File: config.mk
export PLATFORM = sky130hd
export DESIGN_NAME = bbvp_ctrl
export DESIGN_NICKNAME = d
export VERILOG_FILES = /design/src/rtl/core/bbvp_pkg.sv /design/src/rtl/core/bbvp_ctrl.sv
export SDC_FILE = /design/constraint.sdc
export NUM_CORES = 1
export LEC_CHECK = 0
export BUFFER_PORTS_ARGS = -buffer_cell sky130_fd_sc_hd__buf_2
export CAP_MARGIN = 10
export CORE_AREA = 2 2 39 41
export CTS_BUF_LIST = sky130_fd_sc_hd__clkbuf_16
export DETAILED_ROUTE_END_ITERATION = 12
export DIE_AREA = 0 0 41 43
export PLACE_DENSITY = 0.82
export SLEW_MARGIN = 40
export SYNTH_ARGS = -nofsm -noshare
export SYNTH_HDL_FRONTEND = slang
export SYNTH_SLANG_ARGS = --single-unit
File: constraint.sdc
create_clock -name clk -period 1.4 [get_ports clk]
set_input_delay 0.07 -clock clk [delete_from_list [all_inputs] [get_ports clk]]
set_output_delay 0.07 -clock clk [all_outputs]
set_load 0.005 [all_outputs]
File: src/rtl/core/bbvp_pkg.sv
package bbvp_pkg;

  localparam int TABLE_ENTRIES = 64;
  localparam int COUNT_BITS    = 48;
  localparam int IDX_W         = $clog2(TABLE_ENTRIES);
  localparam int USED_W        = $clog2(TABLE_ENTRIES + 1);
  localparam int ADDR_W        = 64;
  localparam int SIZE_W        = 16;
  localparam int ICNT_W        = 64;
  localparam int IVAL_W        = 32;
  localparam int OCNT_W        = 48;
  localparam int ENT_W         = ADDR_W + COUNT_BITS;
  localparam int BIT_W         = $clog2(ICNT_W);
  localparam logic [31:0] IVAL_RESET = 32'd100000000;

  localparam logic CMD_ADD      = 1'b0;
  localparam logic CMD_BOUNDARY = 1'b1;

  typedef struct packed {
    logic              cmd;
    logic [ADDR_W-1:0] target_address;
    logic [SIZE_W-1:0] block_size;
    logic [ICNT_W-1:0] instr_count;
  } in_item_t;

  typedef struct packed {
    logic [ADDR_W-1:0] entry_address;
    logic [OCNT_W-1:0] entry_count;
    logic              entry_valid;
    logic              overflow;
    logic              last;
  } out_item_t;

  typedef enum logic [3:0] {
    ST_IDLE,
    ST_SRCH,
    ST_CMP,
    ST_INS_CHK,
    ST_SH_RD,
    ST_SH_WR,
    ST_REM,
    ST_REM_CHK,
    ST_MARK,
    ST_DMP_RD,
    ST_DMP_LD,
    ST_OUT_WT
  } state_t;

  typedef struct packed {
    logic latch_in;
    logic rd_pos;
    logic rd_kprev;
    logic pos_inc;
    logic k_init;
    logic k_dec;
    logic write_shift;
    logic write_new;
    logic write_acc;
    logic set_ovf;
    logic rem_step;
    logic load_entry;
    logic load_marker;
    logic dump_clear;
  } cmd_t;

  typedef struct packed {
    logic used_zero;
    logic full;
    logic pos_end;
    logic k_eq_pos;
    logic cmp_eq;
    logic cmp_lt;
    logic rem_last;
    logic rem_zero;
    logic ival_zero;
    logic out_taken;
    logic out_last;
  } status_t;

  function automatic logic [COUNT_BITS-1:0] sat_add(input logic [COUNT_BITS-1:0] a,
                                                    input logic [SIZE_W-1:0] b);
    logic [COUNT_BITS:0] s;
    s = {1'b0, a} + (COUNT_BITS + 1)'(b);
    return s[COUNT_BITS] ? {COUNT_BITS{1'b1}} : s[COUNT_BITS-1:0];
  endfunction

endpackage

File: src/rtl/core/bbvp_ctrl.sv
module bbvp_ctrl
  import bbvp_pkg::*;
(
  input  logic    clk,
  input  logic    rst_n,
  input  logic    in_valid,
  input  logic    in_cmd,
  input  status_t sts,
  output cmd_t    cmd,
  output logic    in_stall
);

  state_t state_r, state_nxt;

  always_ff @(posedge clk) begin
    if (!rst_n) begin
      state_r <= ST_IDLE;
    end else begin
      state_r <= state_nxt;
    end
  end

  always_comb begin
    state_nxt = state_r;
    unique case (state_r)
      ST_IDLE: begin
        if (in_valid) begin
          state_nxt = (in_cmd == CMD_BOUNDARY) ? ST_REM : ST_SRCH;
        end
      end
      ST_SRCH:    state_nxt = sts.pos_end ? ST_INS_CHK : ST_CMP;
      ST_CMP: begin
        if (sts.cmp_eq) state_nxt = ST_IDLE;
        else if (sts.cmp_lt) state_nxt = ST_SRCH;
        else state_nxt = ST_INS_CHK;
      end
      ST_INS_CHK: state_nxt = sts.full ? ST_IDLE : ST_SH_RD;
      ST_SH_RD:   state_nxt = sts.k_eq_pos ? ST_IDLE : ST_SH_WR;
      ST_SH_WR:   state_nxt = ST_SH_RD;
      ST_REM: begin
        if (sts.ival_zero) state_nxt = ST_IDLE;
        else if (sts.rem_last) state_nxt = ST_REM_CHK;
      end
      ST_REM_CHK: begin
        if (!sts.rem_zero) state_nxt = ST_IDLE;
        else if (sts.used_zero) state_nxt = ST_MARK;
        else state_nxt = ST_DMP_RD;
      end
      ST_MARK:    state_nxt = ST_OUT_WT;
      ST_DMP_RD:  state_nxt = ST_DMP_LD;
      ST_DMP_LD:  state_nxt = ST_OUT_WT;
      ST_OUT_WT: begin
        if (sts.out_taken) state_nxt = sts.out_last ? ST_IDLE : ST_DMP_RD;
      end
      default:    state_nxt = ST_IDLE;
    endcase
  end

  always_comb begin
    cmd      = '0;
    in_stall = (state_r != ST_IDLE);
    unique case (state_r)
      ST_IDLE:    cmd.latch_in = in_valid;
      ST_SRCH:    cmd.rd_pos = !sts.pos_end;
      ST_CMP: begin
        cmd.write_acc = sts.cmp_eq;
        cmd.pos_inc   = !sts.cmp_eq && sts.cmp_lt;
      end
      ST_INS_CHK: begin
        cmd.set_ovf = sts.full;
        cmd.k_init  = !sts.full;
      end
      ST_SH_RD: begin
        cmd.write_new = sts.k_eq_pos;
        cmd.rd_kprev  = !sts.k_eq_pos;
      end
      ST_SH_WR: begin
        cmd.write_shift = 1'b1;
        cmd.k_dec       = 1'b1;
      end
      ST_REM:     cmd.rem_step = !sts.ival_zero;
      ST_REM_CHK: ;
      ST_MARK:    cmd.load_marker = 1'b1;
      ST_DMP_RD:  cmd.rd_pos = 1'b1;
      ST_DMP_LD:  cmd.load_entry = 1'b1;
      ST_OUT_WT: begin
        cmd.dump_clear = sts.out_taken && sts.out_last;
        cmd.pos_inc    = sts.out_taken && !sts.out_last;
      end
      default: ;
    endcase
  end

endmodule

==> flow_summary.yaml <==
synth:
  avgSynthCellArea_um2: 7.20
  synth_seq_cells: 4
  synth_ff_type: "dfxtp_1"
  async_flop_share_pct: 0
  seq_area_frac_synth_pct: 16.1
  syn_nets: 84
  yosys.area.top_type: "dfxtp_1"
  synth-edff-count: 0
  synth_area_leaders: "dfxtp_1 (16%), nor2_1 (5.3%), o211ai_2 (5.0%)"
  ys_warn_count: 0
  netlist_instances: 69
  synth_top_area_share_pct: 16.1
  synth_cell_types: 35
  synth_area_um2: 497
place:
  dp_cells: 117
  dpl.hpwl_um: 1170
  place_worst_setup_slack_ns: 0.0309
  placed_area_um2: 694
  port_buffers: 29
  gp_routability_congestion: 0.884
finish:
  largest-register: "state_r"
  nets: 122
  utilization_pct: 59.7
  area_delta_synth_final_pct: 66.2
  largest_reg_flops: 4
  num-fill-cells: 124
  final_cells: 121
  antenna_cells: 0
  design_area_um2: 826
  layout-drive-gt1-share_pct: 56.2
  top_regs: "state_r: 4 flops"
status:
  outcome: "finished clean"
clocking:
  clk_latency_ns: 0.22
  cts_buffer_depth: 2
  clk_pin_slew_ns: 0.03
  hold_buffers: 0
  cts_buffers: 3
  htree_levels: 1
  root_buffer: "clkbuf_16"
  tritoncts: "built"
  cts.sink_count: 4
timing:
  setup_viol: 0
  max_freq_ghz: 0.715
  tightest_slew_ns: 0.338
  rsz0062_at_grt: "true"
  slew_viol_final: 0
  final-hold-violation-count: 0
  setup_ws_ns: 0.00134
  fin_crit_ns: 1.40
  min_period_over_period_pct: 99.9
  setup-tns-final_ns: 0
  fin_skew_ns: 0.00166
  max_slew_margin_pct: 77.4
worst_setup_path:
  critPathKind: "reg2out"
  end_kind: "primary output"
  start_kind: "flip-flop"
  reg2regPathDepth: 4
  crit_start: "state_r[3]"
  arrival_ns: 1.33
  critPathMaxFanout: 10
  timing.rr.start: "state_r[3]"
  reg2reg_slack_ns: 0.02
  worstReg2RegEnd: "state_r[0]"
  cp.required_ns: 1.33
routing:
  avgViaCountPerCell: 5.58
  ant_nets: 0
  routedWlPerCell_um: 13.4
  drtIter0Drc: 16
  drc: 0
  wl_um: 1620
  vias: 675
  dr.pass1.iters: 4
power:
  power_leakage_uw: 0.000411
  vdd_drop_max_mv: 0.684
  powerDensity_mw_per_mm2: 1160
die:
  core-area_mm2: 0.00138
  die_w_um: 41
  die_area_mm2: 0.00176
  initial_core_util_pct: 35.9
  dieHeight_um: 43
  rows: 14
  pin_count: 30
worst_hold_path:
  holdCritPathClass: "in2reg"
  hold-path-endpoint: "state_r[0]"
  worstHoldStart: "rst_n"
  hold_depth: 3
global_routing:
  grt_start_max_net_pins: 12
  grt_pass1_wl_um: 2390
  overflow: 0
  grt_pass1_vias: 537
  antenna_found_initial: 0
  grt_use_total_pct: 19.7
run:
  max_cap_viol_count: 0
-- placed cells by master (no fill, tap or decap), types with 2 or more instances in the layout --
cell type / instances
a21oi_1: 3
and3_1: 3
buf_2: 29
buf_4: 8
clkbuf_16: 3
dfxtp_4: 3
inv_1: 4
inv_2: 2
nand2_1: 6
nand2b_1: 3
nand3_1: 3
nor2_1: 5
nor2_2: 2
nor3_1: 3
o211ai_2: 2
or4_4: 2
-- power breakdown --
part	internal [µW]	switching, µW	total (µW)	leakage (µW)
logic	187	157	344	0.000339
clock network	365	81.2	446	0.0000370
registers	133	32.7	166	0.0000353
-- critical path: stages, from the launching register on --
cell and delay (ns):
dfxtp_4 0.37, or4_4 0.55, inv_2 0.07, buf_2 0.10
-- how the worst max path moves through the flow --
stage / to / slack [ns] / depth (start not counted)
6_report: cmd[3] / 0.001 / 3
5_1_grt: state_r[0] / -0.03 / 4
4_1_cts: cmd[3] / -0.004 / 3
3_5_place_dp: state_r[2] / 0.03 / 4
3_3_place_gp: state_r[2] / 0.06 / 4
2_1_floorplan: state_r[2] / 0.11 / 4
-- layout make-up --
class                           count  area, µm²  share of cell area, %
Multi-Input combinational cell     54        399                   48.3
Sequential cell                     4       92.6                   11.2
Timing Repair Buffer               38        216                   26.2
Inverter                            6       22.5                   2.73
Clock buffer                        3       75.1                   9.09
Tap cell                           16       20.0                   2.42
-- through the flow --
step	power (µW)	hold WS (ns)
after floorplan	346	0.174
after global placement	469	0.354
after detailed placement	474	0.356
after CTS	937	0.119
after global routing	998	0.140
final	956	0.121
-- synth_stat cells (2+ instances only) --
master / instances
inv_1: 5
a21oi_1: 3
nor3b_1: 2
or4_4: 2
nand3_1: 3
nand2b_1: 3
nor3_1: 3
dfxtp_1: 4
buf_2: 4
nand2_1: 6
o211ai_2: 2
nor2_1: 7
and3_1: 3
-- routing by layer --
| layer | global-route usage, % | part of all wire, % | up-vias |
|---|---|---|---|
| li1 | - | - | 331 |
| met1 | 28.1 | 42 | 307 |
| met2 | 29.4 | 49 | 35 |
| met3 | 3.14 | 7.8 | 2 |
| met4 | 6.00 | 1.0 | 0 |
| met5 | 0 | 0 | - |
-- logic make-up (layout without fill, tap and decap cells) --
logic type	Yosys count	after routing	synth area share, %
buffers and inverters	11	47	10.1
AND/OR/NAND/NOR	34	34	39.5
multiplexers	1	1	2.02
flip-flops	4	4	16.1
AO/OA/AOI/OAI	19	19	32.2
-- timing repair --
action	CTS	global route
endpoints found under the setup margin	8	7
gates resized for setup	8	9
pin swaps	0	1
setup buffers	1	0
(Power assumes the default switching activity.)
